`src/design/sleb_pkg.sv`:
```
// Shared constants, types and helpers of the serial line edit buffer.
package sleb_pkg;

   // Line store geometry
   localparam int LINE_DEPTH = 64;
   localparam int ADDR_W     = $clog2(LINE_DEPTH);
   localparam int POS_W      = $clog2(LINE_DEPTH + 1);

   // Command queue between front and back
   localparam int QUEUE_DEPTH = 4;
   localparam int QPTR_W      = $clog2(QUEUE_DEPTH);
   localparam int QCNT_W      = $clog2(QUEUE_DEPTH + 1);

   // Configuration register indexes
   localparam int CSR_IDX_W = 3;
   localparam logic [CSR_IDX_W-1:0] REG_END_CHAR        = 3'd0;
   localparam logic [CSR_IDX_W-1:0] REG_BACKSPACE_CHAR  = 3'd1;
   localparam logic [CSR_IDX_W-1:0] REG_CLEAR_CHAR      = 3'd2;
   localparam logic [CSR_IDX_W-1:0] REG_ECHO_ENABLE     = 3'd3;
   localparam logic [CSR_IDX_W-1:0] REG_PRINTABLE_FLOOR = 3'd4;

   // Operation codes on the request side
   localparam logic OP_RECEIVE = 1'b0;
   localparam logic OP_READ    = 1'b1;

   // Command kinds, each one expands to a fixed response sequence
   localparam logic [2:0] KIND_READ      = 3'd0;
   localparam logic [2:0] KIND_QUIET     = 3'd1;
   localparam logic [2:0] KIND_SINGLE    = 3'd2;
   localparam logic [2:0] KIND_BACKSPACE = 3'd3;
   localparam logic [2:0] KIND_CRLF      = 3'd4;
   localparam logic [2:0] KIND_CLEAR     = 3'd5;

   // Echo characters
   localparam logic [7:0] CHAR_NUL   = 8'h00;
   localparam logic [7:0] CHAR_LF    = 8'h0A;
   localparam logic [7:0] CHAR_CR    = 8'h0D;
   localparam logic [7:0] CHAR_SPACE = 8'h20;
   localparam logic [7:0] CHAR_DOT   = 8'h2E;

   typedef struct packed {
      logic [7:0] end_char;
      logic [7:0] backspace_char;
      logic [7:0] clear_char;
      logic       echo_enable;
      logic [7:0] printable_floor;
   } cfg_type;

   typedef struct packed {
      logic [2:0] kind;
      logic [7:0] rx_byte;
      logic       line_done;
      logic       has_data;
      logic [7:0] read_data;
   } cmd_type;

   typedef struct packed {
      logic valid;
      logic full;
   } queue_status_type;

   // Index of the last response of a command kind
   function automatic logic [2:0] last_step(input logic [2:0] kind);
      logic [2:0] n;
      unique case (kind)
         KIND_BACKSPACE: n = 3'd2;
         KIND_CRLF:      n = 3'd2;
         KIND_CLEAR:     n = 3'd7;
         default:        n = 3'd0;
      endcase
      return n;
   endfunction

   // Echo character of a command kind at a given step
   function automatic logic [7:0] echo_char(input logic [2:0] kind, input logic [2:0] step,
                                            input logic [7:0] rx_byte);
      logic [7:0] c;
      c = rx_byte;
      case (kind)
         KIND_BACKSPACE: if (step == 3'd1) c = CHAR_SPACE;
         KIND_CRLF: begin
            if (step == 3'd1) c = CHAR_CR;
            else if (step == 3'd2) c = CHAR_LF;
         end
         KIND_CLEAR: begin
            if (step == 3'd6) c = CHAR_CR;
            else if (step == 3'd7) c = CHAR_LF;
            else if (step != 3'd0) c = CHAR_DOT;
         end
         default: c = rx_byte;
      endcase
      return c;
   endfunction

endpackage

```
`src/design/sleb_front.sv`:
```
// Front end: accepts requests, edits the line store and classifies each transaction.
module sleb_front import sleb_pkg::*; (
   input  logic             clock,
   input  logic             reset,
   input  cfg_type          cfg,
   input  logic             req_tvalid,
   output logic             req_tready,
   input  logic [15:0]      req_tdata,
   input  logic             req_tuser,
   input  queue_status_type q_stat,
   output logic             push,
   output cmd_type          push_cmd
);

   logic [7:0]            mem [LINE_DEPTH];
   logic [LINE_DEPTH-1:0] valid_ff;
   logic [POS_W-1:0]      pos_ff, pos_in, pos;
   logic                  entry0_ff, entry0_in;
   logic                  stage_valid_ff, stage_valid_in;
   cmd_type               stage_ff, stage_in;
   logic [7:0]            rdata_ff;
   logic                  rvld_ff, rvld_in;

   logic                  accept, is_read, in_range, done, wr_en;
   logic [7:0]            rx, wr_data;
   logic [5:0]            rd_idx;
   logic [ADDR_W-1:0]     wr_addr, rd_addr;
   logic [2:0]            kind;

   assign rx      = req_tdata[7:0];
   assign rd_idx  = req_tdata[13:8];
   assign is_read = (req_tuser == OP_READ);
   assign rd_addr = ADDR_W'(rd_idx);
   assign in_range = (int'(rd_idx) < LINE_DEPTH);

   // Hold a staged command until the queue has room
   assign push       = stage_valid_ff && !q_stat.full;
   assign req_tready = !stage_valid_ff || !q_stat.full;
   assign accept     = req_tvalid && req_tready;

   // Classify the byte and work out the store edit
   always_comb begin
      pos     = (pos_ff >= POS_W'(LINE_DEPTH)) ? '0 : pos_ff;
      wr_en   = 1'b0;
      wr_addr = ADDR_W'(pos);
      wr_data = CHAR_NUL;
      pos_in  = pos_ff;
      done    = 1'b0;
      kind    = KIND_SINGLE;
      if (is_read) begin
         kind = KIND_READ;
      end else begin
         pos_in = pos;
         if (rx == cfg.end_char) begin
            wr_en  = 1'b1;
            pos_in = '0;
            done   = 1'b1;
         end else if (rx == cfg.backspace_char) begin
            wr_en = 1'b1;
            if (pos != '0) begin
               wr_addr = ADDR_W'(pos - POS_W'(1));
               pos_in  = pos - POS_W'(1);
               kind    = KIND_BACKSPACE;
            end else begin
               wr_addr = '0;
               pos_in  = '0;
               done    = 1'b1;
               kind    = KIND_CRLF;
            end
         end else if (rx == cfg.clear_char) begin
            wr_en   = 1'b1;
            wr_addr = '0;
            pos_in  = '0;
            done    = 1'b1;
            kind    = KIND_CLEAR;
         end else if (rx > cfg.printable_floor) begin
            wr_en   = 1'b1;
            wr_data = rx;
            pos_in  = pos + POS_W'(1);
         end
         if (!cfg.echo_enable) kind = KIND_QUIET;
      end
   end

   // Track whether entry 0 holds a character
   assign entry0_in = (wr_en && wr_addr == '0) ? (wr_data != CHAR_NUL) : entry0_ff;

   always_comb begin
      stage_in           = '0;
      stage_in.kind      = kind;
      stage_in.rx_byte   = rx;
      stage_in.line_done = done;
      stage_in.has_data  = entry0_in;
   end

   assign rvld_in        = is_read && in_range && valid_ff[rd_addr];
   assign stage_valid_in = accept ? 1'b1 : (push ? 1'b0 : stage_valid_ff);

   // Attach the read data on the way into the queue
   always_comb begin
      push_cmd           = stage_ff;
      push_cmd.read_data = (stage_ff.kind == KIND_READ && rvld_ff) ? rdata_ff : CHAR_NUL;
   end

   // Control state
   always_ff @(posedge clock) begin
      if (reset) begin
         valid_ff       <= '0;
         pos_ff         <= '0;
         entry0_ff      <= 1'b0;
         stage_valid_ff <= 1'b0;
      end else begin
         stage_valid_ff <= stage_valid_in;
         if (accept) begin
            pos_ff    <= pos_in;
            entry0_ff <= entry0_in;
            if (wr_en) valid_ff[wr_addr] <= 1'b1;
         end
      end
   end

   // Line store and staged payload
   always_ff @(posedge clock) begin
      if (accept) begin
         if (wr_en) mem[wr_addr] <= wr_data;
         rdata_ff <= mem[rd_addr];
         rvld_ff  <= rvld_in;
         stage_ff <= stage_in;
      end
   end

endmodule

```
`src/design/sleb_queue.sv`:
```
// Short command queue between the front end and the response back end.
module sleb_queue import sleb_pkg::*; (
   input  logic             clock,
   input  logic             reset,
   input  logic             push,
   input  cmd_type          push_cmd,
   input  logic             pop,
   output cmd_type          head_cmd,
   output queue_status_type q_stat
);

   cmd_type             slot_ff [QUEUE_DEPTH];
   logic [QPTR_W-1:0]   wr_ptr_ff, rd_ptr_ff;
   logic [QCNT_W-1:0]   count_ff, count_in;

   assign head_cmd     = slot_ff[rd_ptr_ff];
   assign q_stat.valid = (count_ff != '0);
   assign q_stat.full  = (count_ff == QCNT_W'(QUEUE_DEPTH));

   always_comb begin
      count_in = count_ff;
      if (push && !pop) count_in = count_ff + QCNT_W'(1);
      else if (pop && !push) count_in = count_ff - QCNT_W'(1);
   end

   // Advance pointers
   always_ff @(posedge clock) begin
      if (reset) begin
         wr_ptr_ff <= '0;
         rd_ptr_ff <= '0;
         count_ff  <= '0;
      end else begin
         count_ff <= count_in;
         if (push) wr_ptr_ff <= (int'(wr_ptr_ff) == QUEUE_DEPTH - 1) ? '0
                                : wr_ptr_ff + QPTR_W'(1);
         if (pop)  rd_ptr_ff <= (int'(rd_ptr_ff) == QUEUE_DEPTH - 1) ? '0
                                : rd_ptr_ff + QPTR_W'(1);
      end
   end

   // Store entries
   always_ff @(posedge clock) begin
      if (push) slot_ff[wr_ptr_ff] <= push_cmd;
   end

endmodule

```
`src/design/sleb_back.sv`:
```
// Back end: expands each queued command into its response transactions.
module sleb_back import sleb_pkg::*; (
   input  logic             clock,
   input  logic             reset,
   input  queue_status_type q_stat,
   input  cmd_type          head_cmd,
   output logic             pop,
   output logic             rsp_tvalid,
   input  logic             rsp_tready,
   output logic [23:0]      rsp_tdata,
   output logic             rsp_tlast
);

   logic [2:0]  step_ff, step_in;
   logic        rsp_valid_ff, rsp_valid_in;
   logic [23:0] data_ff, data_in;
   logic        last_ff;
   logic        load, is_last, echo_on;
   logic [7:0]  echo_byte, read_data;

   assign load    = q_stat.valid && (!rsp_valid_ff || rsp_tready);
   assign is_last = (step_ff == last_step(head_cmd.kind));
   assign pop     = load && is_last;
   assign echo_on = (head_cmd.kind != KIND_READ) && (head_cmd.kind != KIND_QUIET);

   // Build one response
   always_comb begin
      echo_byte = echo_on ? echo_char(head_cmd.kind, step_ff, head_cmd.rx_byte) : CHAR_NUL;
      read_data = (head_cmd.kind == KIND_READ) ? head_cmd.read_data : CHAR_NUL;
      data_in   = {5'b0, read_data, is_last && head_cmd.has_data,
                   is_last && head_cmd.line_done, echo_byte, echo_on};
      step_in   = load ? (is_last ? 3'd0 : step_ff + 3'd1) : step_ff;
      rsp_valid_in = load ? 1'b1 : (rsp_tready ? 1'b0 : rsp_valid_ff);
   end

   assign rsp_tvalid = rsp_valid_ff;
   assign rsp_tdata  = data_ff;
   assign rsp_tlast  = last_ff;

   always_ff @(posedge clock) begin
      if (reset) begin
         step_ff      <= '0;
         rsp_valid_ff <= 1'b0;
      end else begin
         step_ff      <= step_in;
         rsp_valid_ff <= rsp_valid_in;
      end
   end

   // Output register payload
   always_ff @(posedge clock) begin
      if (load) begin
         data_ff <= data_in;
         last_ff <= is_last;
      end
   end

endmodule

```
`src/design/serial_line_edit_buffer_core.sv`:
```
// Top level of the serial line edit buffer: configuration registers and block wiring.
//
//   channel  direction  handshake              payload
//   req_     in         req_tvalid/req_tready  tdata: rx_byte, read_index; tuser: operation
//   rsp_     out        rsp_tvalid/rsp_tready  tdata: echo fields, read_data; tlast: last
//   csr_     in         csr_valid/csr_ready    csr_index, csr_data
//
// The front end edits the line store and stages the command, which passes from the staging
// register through the queue into the response register.
// Each command then issues one response a cycle unless rsp_tready stalls it: 1, 3 or 8 for
// receives, 1 for reads, so the sustained rate is set by the back end's response sequencer.
// Synchronous reset loads cfg defaults and clears control registers, store valid bits and queue.
// A stalled response side fills the four-entry queue before requests are held off.
module serial_line_edit_buffer_core import sleb_pkg::*; (
   input  logic                 clock,
   input  logic                 reset,
   input  logic                 req_tvalid,
   output logic                 req_tready,
   input  logic [15:0]          req_tdata,   // [7:0] rx_byte, [13:8] read_index
   input  logic                 req_tuser,   // [0] operation
   output logic                 rsp_tvalid,
   input  logic                 rsp_tready,
   output logic [23:0]          rsp_tdata,   // [0] echo_valid, [8:1] echo_byte, [9] line_done,
                                             // [10] has_data, [18:11] read_data
   output logic                 rsp_tlast,
   input  logic                 csr_valid,
   output logic                 csr_ready,
   input  logic [CSR_IDX_W-1:0] csr_index,
   input  logic [7:0]           csr_data
);

   cfg_type          cfg_ff;
   queue_status_type q_stat;
   logic             push, pop;
   cmd_type          push_cmd, head_cmd;

   assign csr_ready = 1'b1;

   // Configuration registers
   always_ff @(posedge clock) begin
      if (reset) begin
         cfg_ff.end_char        <= 8'd13;
         cfg_ff.backspace_char  <= 8'd8;
         cfg_ff.clear_char      <= 8'd24;
         cfg_ff.echo_enable     <= 1'b0;
         cfg_ff.printable_floor <= 8'd31;
      end else if (csr_valid && csr_ready) begin
         unique case (csr_index)
            REG_END_CHAR:        cfg_ff.end_char        <= csr_data;
            REG_BACKSPACE_CHAR:  cfg_ff.backspace_char  <= csr_data;
            REG_CLEAR_CHAR:      cfg_ff.clear_char      <= csr_data;
            REG_ECHO_ENABLE:     cfg_ff.echo_enable     <= csr_data[0];
            REG_PRINTABLE_FLOOR: cfg_ff.printable_floor <= csr_data;
            default: ;
         endcase
      end
   end

   sleb_front u_front (
      .clock      (clock),
      .reset      (reset),
      .cfg        (cfg_ff),
      .req_tvalid (req_tvalid),
      .req_tready (req_tready),
      .req_tdata  (req_tdata),
      .req_tuser  (req_tuser),
      .q_stat     (q_stat),
      .push       (push),
      .push_cmd   (push_cmd)
   );

   sleb_queue u_queue (
      .clock    (clock),
      .reset    (reset),
      .push     (push),
      .push_cmd (push_cmd),
      .pop      (pop),
      .head_cmd (head_cmd),
      .q_stat   (q_stat)
   );

   sleb_back u_back (
      .clock      (clock),
      .reset      (reset),
      .q_stat     (q_stat),
      .head_cmd   (head_cmd),
      .pop        (pop),
      .rsp_tvalid (rsp_tvalid),
      .rsp_tready (rsp_tready),
      .rsp_tdata  (rsp_tdata),
      .rsp_tlast  (rsp_tlast)
   );

   // A response without echo always closes its transaction
   a_quiet_is_last: assert property (@(posedge clock) disable iff (reset)
      rsp_tvalid && !rsp_tdata[0] |-> rsp_tlast)
      else $error("response without echo is not last");

   // Echo responses never carry read data
   a_echo_no_read: assert property (@(posedge clock) disable iff (reset)
      rsp_tvalid && rsp_tdata[0] |-> rsp_tdata[18:11] == 8'd0)
      else $error("echo response carries read data");

   // Line done and has data appear only on the final response
   a_flags_on_last: assert property (@(posedge clock) disable iff (reset)
      rsp_tvalid && (rsp_tdata[9] || rsp_tdata[10]) |-> rsp_tlast)
      else $error("status flag on a non-final response");

   // The queue is never pushed while full
   a_no_overflow: assert property (@(posedge clock) disable iff (reset)
      q_stat.full |-> !push)
      else $error("command queue overflow");

endmodule
```
`config.mk`:
```
export PLATFORM = sky130hd
export DESIGN_NAME = serial_line_edit_buffer_core
export DESIGN_NICKNAME = d
export VERILOG_FILES = /design/src/design/sleb_pkg.sv /design/src/design/sleb_front.sv /design/src/design/sleb_queue.sv /design/src/design/sleb_back.sv /design/src/design/serial_line_edit_buffer_core.sv
export SDC_FILE = /design/constraint.sdc
export NUM_CORES = 1
export LEC_CHECK = 0
export BUFFER_PORTS_ARGS = -buffer_cell sky130_fd_sc_hd__buf_2
export CAP_MARGIN = 20
export CORE_MARGIN = 1
export CORE_UTILIZATION = 35
export DETAILED_ROUTE_END_ITERATION = 7
export PLACE_DENSITY = 0.56
export SLEW_MARGIN = 10
export SYNTH_ARGS = -nofsm -noshare
export SYNTH_HDL_FRONTEND = slang
export SYNTH_SLANG_ARGS = --single-unit
```
`constraint.sdc`:
```
create_clock -name clock -period 3.3 [get_ports clock]
set_input_delay 0.33 -clock clock [delete_from_list [all_inputs] [get_ports clock]]
set_output_delay 0.33 -clock clock [all_outputs]
set_load 0.1 [all_outputs]
```
# == Yosys cells after proc, flatten, opt, wreduce, memory -nomap -nowiden ==
# Memories as Yosys holds them, arrays and structs flattened. A register that Yosys moved wholly into a read port is not among the register bits.
# Index checks and enable logic that the tools add are counted.
# W data, S select, Z words.
# op_classes
reduce_logical,42
n_addsub,7
bitwise_logic,3
n_eq_ne,19
n_lt_le_gt_ge,5
n_mux,60
# ops
op,count
$mux W8,12
$or A64 B64 Y64,1
$mux W7,6
$mux W6,5
$eq A8 B8 Y1,3
$pmux W8 S3,1
$mux W1,22
$eq A3 B3 Y1 const B,6
$mux W3,6
$lt A6 B7 Y1 const B,2
$reduce_and A2 Y1,7
$logic_and A1 B1 Y1,13
$eq A3 B2 Y1 const B,4
$mux W2,5
$logic_not A3 Y1,3
$reduce_bool A3 Y1,3
$gt A8 B8 Y1,1
$reduce_bool A8 Y1,1
$add A7 B1 Y7 const B,1
$ge A7 B7 Y1 const B,1
$reduce_bool A7 Y1,1
$sub A7 B1 Y7 const B,1
$add A3 B1 Y3 const B,2
$bmux W1 S6,1
other kinds (16),28
# totals
mem_count,2
ramBits,596
elab_cells,163
out_inout_bits,28
inputBits,33
register_bits,151
# memory_table
name,words,word_bits,rd,rd_clocked_by_memory_dff,write_ports,line,rtl
u_front.mem,64,8,1,1,1,sleb_front.sv:15,logic [7:0] mem [LINE_DEPTH];
u_queue.slot_ff,4,21,1,1,1,sleb_queue.sv:12,cmd_type slot_ff [QUEUE_DEPTH];

# == Depth between registers and ports, before layout ==
# Gate-level depths: netlist of the first run.
# logic_depth
depth_word,12
depth_mapped,14
depth_no_buf,13

# == Hierarchy ==
# A second synthesis of the first run with hierarchy kept.
# hier_totals
cells_unflattened,1663
area_unflattened_um2,31002.2
# by_module_without_submodules
module,area_each_um2,seq_area_each_um2,n_inst,cells_each
sleb_front,24761.2,17496.8,1,1255
sleb_queue,3473.3,2702.6,1,153
serial_line_edit_buffer_core,1391.3,660.6,1,132
sleb_back,1376.3,680.7,1,123

# == Least setup slack after synthesis of the first run ==
# Ideal clock, no wire load.
# synth_path
path_kind,flip-flop to flip-flop
start,register u_queue.count_ff[0]
end,memory u_front.mem[12][0] (enable)
t_arrival_ps,3260
t_required_ps,2929
setup_ps,371
period_less_slack_ps,3631
slack_ps,-331
path_stages_with_launch,10
n_path_buf,1
path_cell_list,dfxtp_1 > nor2_1 > nand3_1 > nand2_1 > inv_1 > o311ai_0 > buf_4 > nor2_1 > nand3_1 > nor2_1
# synth_via
elab_chain_len,6
# synth_lines
element,line,rtl
start: declaration,sleb_queue.sv:14,"logic [QCNT_W-1:0] count_ff, count_in;"
start signal: assignment,sleb_queue.sv:33,count_ff <= count_in;
$eq A3 B3 Y1,sleb_queue.sv:18,assign q_stat.full = (count_ff == QCNT_W'(QUEUE_DEPTH));
$logic_not A1 Y1,sleb_front.sv:38,assign req_tready = !stage_valid_ff || !q_stat.full;
$logic_or A1 B1 Y1,sleb_front.sv:38,
via req_tready,serial_line_edit_buffer_core.sv:18,"output logic req_tready,"
$logic_and A1 B1 Y1,sleb_front.sv:39,assign accept = req_tvalid && req_tready;
via u_front.accept,sleb_front.sv:24,"logic accept, is_read, in_range, done, wr_en;"
$mux W1,sleb_front.sv:124,if (accept) begin
$mux W1 (implied by the code),sleb_front.sv:125,if (wr_en) mem[wr_addr] <= wr_data;
end: declaration,sleb_front.sv:15,
# The timed path passes the listed nets, and every way through them passes these cells.

# == Worst setup path in the final report of the first run ==
# layout_path
start,register cfg_ff[16] (netlist name)
end,register u_front.valid_ff[8]
# layout_via
elab_chain_len,10
elab_cells_between_ends,16
cone_classes,2 x order compare; 1 x eq/ne; 10 x mux; 1 x bitwise; 2 x reduce/logical
# layout_lines
element,line,rtl
start: declaration,serial_line_edit_buffer_core.sv:32,cfg_type cfg_ff;
$eq A8 B8 Y1 *,sleb_front.sv:70,end else if (rx == cfg.clear_char) begin
$mux W6,sleb_front.sv:70,
$mux W6,sleb_front.sv:58,end else if (rx == cfg.backspace_char) begin
$mux W6,sleb_front.sv:54,if (rx == cfg.end_char) begin
$mux W6,sleb_front.sv:50,if (is_read) begin
$lt A6 B7 Y1 (implied by the code) or $ge A6 B1 Y1 (tied branches),sleb_front.sv:117,if (wr_en) valid_ff[wr_addr] <= 1'b1;
$logic_and A1 B1 Y1 (implied by the code),sleb_front.sv:117,
$mux W1 (implied by the code),sleb_front.sv:117,
$demux W1 S6,-,
$or A64 B64 Y64 (no line),-,
end signal: assignment,sleb_front.sv:108,valid_ff <= '0;
end signal: indexed assignment,sleb_front.sv:117,
end: declaration,sleb_front.sv:16,logic [LINE_DEPTH-1:0] valid_ff;
# Every way passes the cells marked *; elsewhere a longest branch is shown, timed or not.
# A chain may end at the register's enable or synchronous reset.

==> results of run 1 <==
## path summary, 6_finish.rpt
check,to,cells past startpoint
setup / recovery,u_front.valid_ff[8],10
hold / removal,u_front.push_cmd[9],2
setup reg to reg,u_front.valid_ff[8],10
hold reg to reg,u_front.valid_ff[41],2
## state kept, by name, summed over array words and instances (netlist names), named ones only
register and cells:
u_front.stage_valid_ff 1, u_front.rdata_ff 8, u_front.push_cmd 13, u_front.rvld_ff 1, u_queue.wr_ptr_ff 2, u_queue.slot_ff 84
u_back.rsp_tvalid 1, u_back.rsp_tdata 19, u_front.entry0_ff 1, u_back.step_ff 3, u_queue.count_ff 3, u_back.rsp_tlast 1
u_queue.rd_ptr_ff 2, cfg_ff 33, u_front.mem 512, u_front.pos_ff 7, u_front.valid_ff 64
## cell type report
cell class              instances  area share
clock inverters                51      0.0144
well taps                    1144      0.0395
flip-flops and latches        757       0.595
clock buffers                  94      0.0573
inverters                      30     0.00311
repair buffers                242      0.0555
multi-input cells             847       0.235
## cells in the final DEF, fill, tap and decap left out, types with 4 or more instances in the layout
cell,instances
nand3_1,21
o21ai_0,15
nor2b_1,8
and2_1,17
xor2_1,27
nor3_2,6
edfxtp_1,638
clkbuf_1,13
nor2_2,4
nor3_1,8
o211ai_1,7
nor4_4,10
or3_1,4
ha_1,21
bufinv_16,7
nand2b_1,12
a31oi_1,4
nand2_1,93
clkinv_2,14
mux4_2,210
buf_2,49
buf_4,158
clkbuf_16,81
mux2i_1,9
conb_1,6
inv_1,30
dfxtp_1,118
and3_1,13
a21oi_1,109
a22oi_1,4
nor2_1,162
o22ai_2,4
dlygate4sd3_1,10
clkinvlp_4,5
clkinv_1,17
nand4_1,7
nor4_1,4
buf_12,22
and2_2,8
## cell families after synthesis
group                      synth area share
DFF                                   0.708
xor gates and xnor gates            0.00864
buffers and inverters                0.0159
adders and majority gates           0.00929
other                              0.000247
and+or+nand+nor                      0.0648
AOI/OAI and AO/OA                    0.0336
muxes                                 0.160
## through the flow
stage          utilization  std cells  total power (W)  instance area [sq um]  TNS (ps)
5_1_grt              0.422       3165           0.0235                  36200         0
3_5_place_dp         0.390       3004           0.0141                  33400      -527
3_3_place_gp         0.390       3004           0.0141                  33400     -72.2
6_report             0.422       3165           0.0227                  36200         0
2_1_floorplan            -       1718           0.0133                  30500    -42260
4_1_cts              0.421       3159           0.0229                  36100         0
## layer usage
layer	global-route usage	part of all wire	vias up	wire length, microns
met4	0.0446	0.020	0	1390
met1	0.215	0.44	8542	31000
met2	0.265	0.49	407	34900
met5	0	0	-	0
met3	0.0263	0.046	94	3230
li1	-	-	7278	-
## what timing repair did
| item | in CTS | in global routing |
|---|---|---|
| setup buffers | 0 | 5 |
| endpoints found under the setup margin | 0 | 366 |
| gates resized for setup | 0 | 12 |
| hold buffers | 10 | 0 |
| hold endpoints to repair | 27 | 0 |
## power breakdown
| part | leakage, nW | switching, W | internal (W) |
|---|---|---|---|
| Clock | 1.25 | 0.00372 | 0.00509 |
| Combinational | 4.09 | 0.00215 | 0.000890 |
| Sequential | 6.83 | 0.000112 | 0.0107 |
| Total | 12.2 | 0.00598 | 0.0167 |
==> impl_metrics.tcl, run 1 <==
set metrics [dict create \
    outcome "complete, no violations" \
    num-nets-final 2013 \
    avgSynthCellArea_sq_um 17.8 \
    pre_cts_ws_ps -67.7 \
    cts_root_buf "clkbuf_16" \
    cts.path.max_buffers 3 \
    synth_enable_flop_cells 638 \
    multi_input_area_sq_um 8500 \
    slowest_delay_ps 530 \
    die-width_microns 297 \
    clk_latency_ps 650 \
    path_max_fanout 9 \
    rsz0062_at_grt "no" \
    timing.final.crit_share 0.951 \
    synth_most_common_cell "edfxtp_1" \
    antenna_found_initial 3 \
    slowest_stage "or4_1" \
    grt_start_max_net_pins 65 \
    clock-sinks 757 \
    yosysWarningCount 0 \
    fp.dieH_microns 297 \
    timing.hold.ws_ps 61.7 \
    synth_top_area_share 0.630 \
    routedWlPerCell_microns 22.3 \
    critPathTopFamily "simple AND/OR/NAND/NOR gates" \
    dr_total_vias 16300 \
    drt_first_iter_violations 1205 \
    track_usage 0.159 \
    crit_path_start "cfg_ff[16]" \
    grt-ovfl-total 0 \
    fin_crit_ps 3140 \
    crit_path_end_kind "flop" \
    hpwl_mm 44.4 \
    worstHoldStart "req_tuser" \
    ys_seq_elements 757 \
    drc 0 \
    placementRows 107 \
    synthesis.area_sq_um 30400 \
    start_util 0.355 \
    synthToLayoutAreaGrowth_pct 19.0 \
    grt_pass1_wl_mm 106 \
    leakage_nw 12.2 \
    io_buffers 52 \
    synthFlopType "edfxtp_1" \
    n_antenna_cell 0 \
    synth_area_leader_cell "edfxtp_1" \
    finalMaxSlewViolations 0 \
    nFillCells 7565 \
    die_area_sq_um 88100 \
    wirelength_mm 70.6 \
    cts_buffers 80 \
    worstMarginPinSlew_ps 830 \
    fmax_mhz 319 \
    h-tree-depth 3 \
    path_buf_inv 2 \
    ios 61 \
    crit_top_cell "buf_4" \
    routed_via_density 5.16 \
    coreArea_sq_um 85700 \
    criticalPathCategory "reg -> reg" \
    start_kind "flop" \
    slew_headroom 0.446 \
    synth.distinct_cells 67 \
    drtAntennaViolNets 0 \
    crit_chain "xor2_1 -> nor4_1 -> nand2_1 -> a21boi_4 -> o22ai_2 -> or4_1 -> buf_4 -> nor2_4 -> buf_4 -> o21a_1" \
    ys_top_cells_by_area "edfxtp_1 63%, mux4_2 16%, dfxtp_1 7.8%" \
    skew_ps 42.7 \
    clkTransAtPathRegs_ps 60 \
    hp-class "in -> reg" \
    setup_viol_count_final 0 \
    timing.rr.start "cfg_ff[16]" \
    async_reset_ff_frac 0 \
    finalHoldViolCount 0 \
    cap_violations 0 \
    power_density_nw_per_um2 627 \
    drive_gt1_frac 0.302 \
    grt_pass1_vias 16600 \
    gp_congestion 0.805 \
    ff2ff_setup_slack_ps 160 \
    required_ps 3850 \
    synth_cells 1714 \
    cp.arrival_ps 3690 \
    yosysSeqAreaShare 0.708 \
    seq_area_sq_um 21500 \
    tritoncts "built" \
    synth_commonest_cells "638 x edfxtp_1, 210 x mux4_2, 165 x nor2_1" \
    ir_drop_mv 0.799 \
    setup_slack_ps 163 \
    dr.pass1.iters 5 \
]
Power figures use the tool's default switching activity.
==> inputs of run 2 (changes only) <==
--- a/config.mk
+++ b/config.mk
@@ -7,8 +7,9 @@
 export LEC_CHECK = 0
 export BUFFER_PORTS_ARGS = -buffer_cell sky130_fd_sc_hd__buf_2
 export CAP_MARGIN = 20
-export CORE_MARGIN = 1
+export CORE_MARGIN = 5
 export CORE_UTILIZATION = 35
+export CTS_CLUSTER_DIAMETER = 100
 export DETAILED_ROUTE_END_ITERATION = 7
 export PLACE_DENSITY = 0.56
 export SLEW_MARGIN = 10
==> run 2 against run 1 <==
Critical path depth decreased by 1. Count of clock-buffer cells in the layout increased by 9. Sequential power about the same. Final cell count increased by 0.57%. Setup slack improved by 24 ps. Via count decreased by 0.63%. Non-clock buffer count increased by 7. Fmax increased by 0.77%. Sequential share of layout area decreased by 0.062 points. Flip-flop and latch count unchanged. Die area increased by 5.5%. Critical endpoint is now u_front.mem[5][3]. Largest power group unchanged.
==> impl_metrics.tcl, run 2 (same netlist as run 1, synthesis figures left out) <==
set metrics [dict create \
    outcome "complete, no violations" \
    top_register "u_front.mem" \
    dr.pass1.iters 5 \
    whs_path_depth 2 \
    setup_slack_ps 187 \
    grt-ovfl-total 0 \
    crit_chain "nand2b_1 -> ha_1 -> buf_4 -> o21ai_0 -> nand4_1 -> mux2_2 -> nor3_1 -> nand2_1 -> nor2_1" \
    path_buf_inv 1 \
    required_ps 3540 \
    slew_headroom 0.313 \
    finalHoldViolCount 0 \
    path_max_fanout 8 \
    drc 0 \
    reg_top3 "u_front.mem: 512 flops, u_queue.slot_ff: 84 flops, u_front.valid_ff: 64 flops" \
    slowest_stage "nor2_1" \
    placementRows 108 \
    seq_area_sq_um 21500 \
    fmax_mhz 321 \
    start_kind "flop" \
    worstHoldStart "req_tuser" \
    die-width_microns 305 \
    io_buffers 52 \
    drtAntennaViolNets 0 \
    drive_gt1_frac 0.309 \
    cp_num_cells 9 \
    timing.rr.start "u_front.pos_ff[6]" \
    tritoncts "built" \
    grt_pass1_vias 16600 \
    clkTransAtPathRegs_ps 60 \
    crit_path_end_kind "flop" \
    h-tree-depth 3 \
    timing.final.crit_share 0.943 \
    nFillCells 7681 \
    routedWlPerCell_microns 22.0 \
    worstMarginPinSlew_ps 1020 \
    synthToLayoutAreaGrowth_pct 19.1 \
    setup_viol_count_final 0 \
    layout_commonest_cell "edfxtp_1" \
    final_cells 3183 \
    grt_pass1_wl_mm 107 \
    coreArea_sq_um 86500 \
    regToRegEndpoint "u_front.mem[5][3]" \
    fin_crit_ps 3110 \
    leakage_nw 12.2 \
    r2r.worst_path.cells 9 \
    power_density_nw_per_um2 625 \
    critPathTopFamily "simple AND/OR/NAND/NOR gates" \
    ir_drop_mv 0.730 \
    slowest_delay_ps 680 \
    dr_total_vias 16200 \
    multi_input_area_sq_um 8530 \
    num-nets-final 2018 \
    wirelength_mm 70.1 \
    cap_violations 0 \
    criticalPathCategory "reg -> reg" \
    track_usage 0.150 \
    grt_start_max_net_pins 66 \
    die_area_sq_um 92900 \
    rsz0062_at_grt "no" \
    cts.path.max_buffers 3 \
    min_to "u_front.push_cmd[9]" \
    clock-sinks 757 \
    routed_via_density 5.10 \
    drt_first_iter_violations 1498 \
    finalMaxSlewViolations 0 \
    largest_reg_flops 512 \
    hpwl_mm 44.7 \
    ios 61 \
    ff2ff_setup_slack_ps 190 \
    cts_root_buf "clkbuf_16" \
    place_inst 3024 \
    antenna_found_initial 4 \
    final_cell_mix "638 x edfxtp_1, 210 x mux4_2, 165 x buf_4" \
    skew_ps 26.0 \
    cts_buffers 79 \
    clk_latency_ps 640 \
    cp.arrival_ps 3350 \
    pre_cts_ws_ps -114 \
    hp-class "in -> reg" \
    start_util 0.352 \
    fp.dieH_microns 305 \
    gp_congestion 0.810 \
]
[run 2: stage by stage]
stage / TNS, ps / hold slack, ps / cell area (sq um) / total power, W / util
2_1_floorplan: -42260 / 429 / 30500 / 0.0133 / -
6_report: 0 / 93.1 / 36200 / 0.0226 / 0.419
3_3_place_gp: -2380 / 441 / 33500 / 0.0141 / 0.387
4_1_cts: 0 / 58.6 / 36100 / 0.0229 / 0.418
5_1_grt: 0 / 87.6 / 36200 / 0.0235 / 0.419
3_5_place_dp: -3850 / 449 / 33500 / 0.0141 / 0.387
[run 2: power breakdown]
part / switching [W] / total [W] / internal, W
Sequential: 0.000116 / 0.0108 / 0.0107
Combinational: 0.00217 / 0.00309 / 0.000927
Clock: 0.00374 / 0.00870 / 0.00496
Total: 0.00602 / 0.0226 / 0.0166
[run 2: worst max-delay path by stage]
stage / startpoint / end / slack, ps
2_1_floorplan: u_front.pos_ff[6] / u_front.mem[60][0] / -180
3_3_place_gp: req_tdata[7] / u_front.mem[7][3] / -90
3_5_place_dp: req_tdata[7] / u_front.mem[7][4] / -110
4_1_cts: u_front.pos_ff[6] / u_front.mem[35][5] / 30
5_1_grt: cfg_ff[23] / u_front.valid_ff[36] / 0.03
6_report: u_front.pos_ff[6] / u_front.mem[5][3] / 190
[run 2: metal layers]
layer / track usage / vias up / share of wire
met4: 0.0423 / 6 / 0.022
met2: 0.246 / 426 / 0.49
met1: 0.207 / 8417 / 0.43
li1: - / 7265 / -
met5: 0 / - / 0.00063
met3: 0.0265 / 104 / 0.054
[run 2: worst reg2reg max path: cells and delay by family (launching register included)]
kind	cells	cell delay (ps)
AND/OR/NAND/NOR	5	1540
flip-flops	1	340
buffers and inverters	1	150
AO/OA/AOI/OAI	1	120
adder cells (fa/ha/maj)	1	210
multiplexers	1	370
[run 2: timing repair]
| item | in CTS | in global routing |
|---|---|---|
| gates resized for setup | 2 | 25 |
| hold endpoints to repair | 22 | 0 |
| buffers inserted | 0 | 3 |
| hold buffers | 10 | 0 |
| setup endpoints to repair | 9 | 451 |
| pin swaps | 0 | 3 |
[run 2: cell type report]
cell class                 count  area share
tap                         1155      0.0399
multi-input combinational    846       0.235
clock inverter                42      0.0122
sequential                   757       0.595
antenna                        1   0.0000691
timing repair buffer         249      0.0567
inverter                      30     0.00311
clock buffer                 103      0.0582
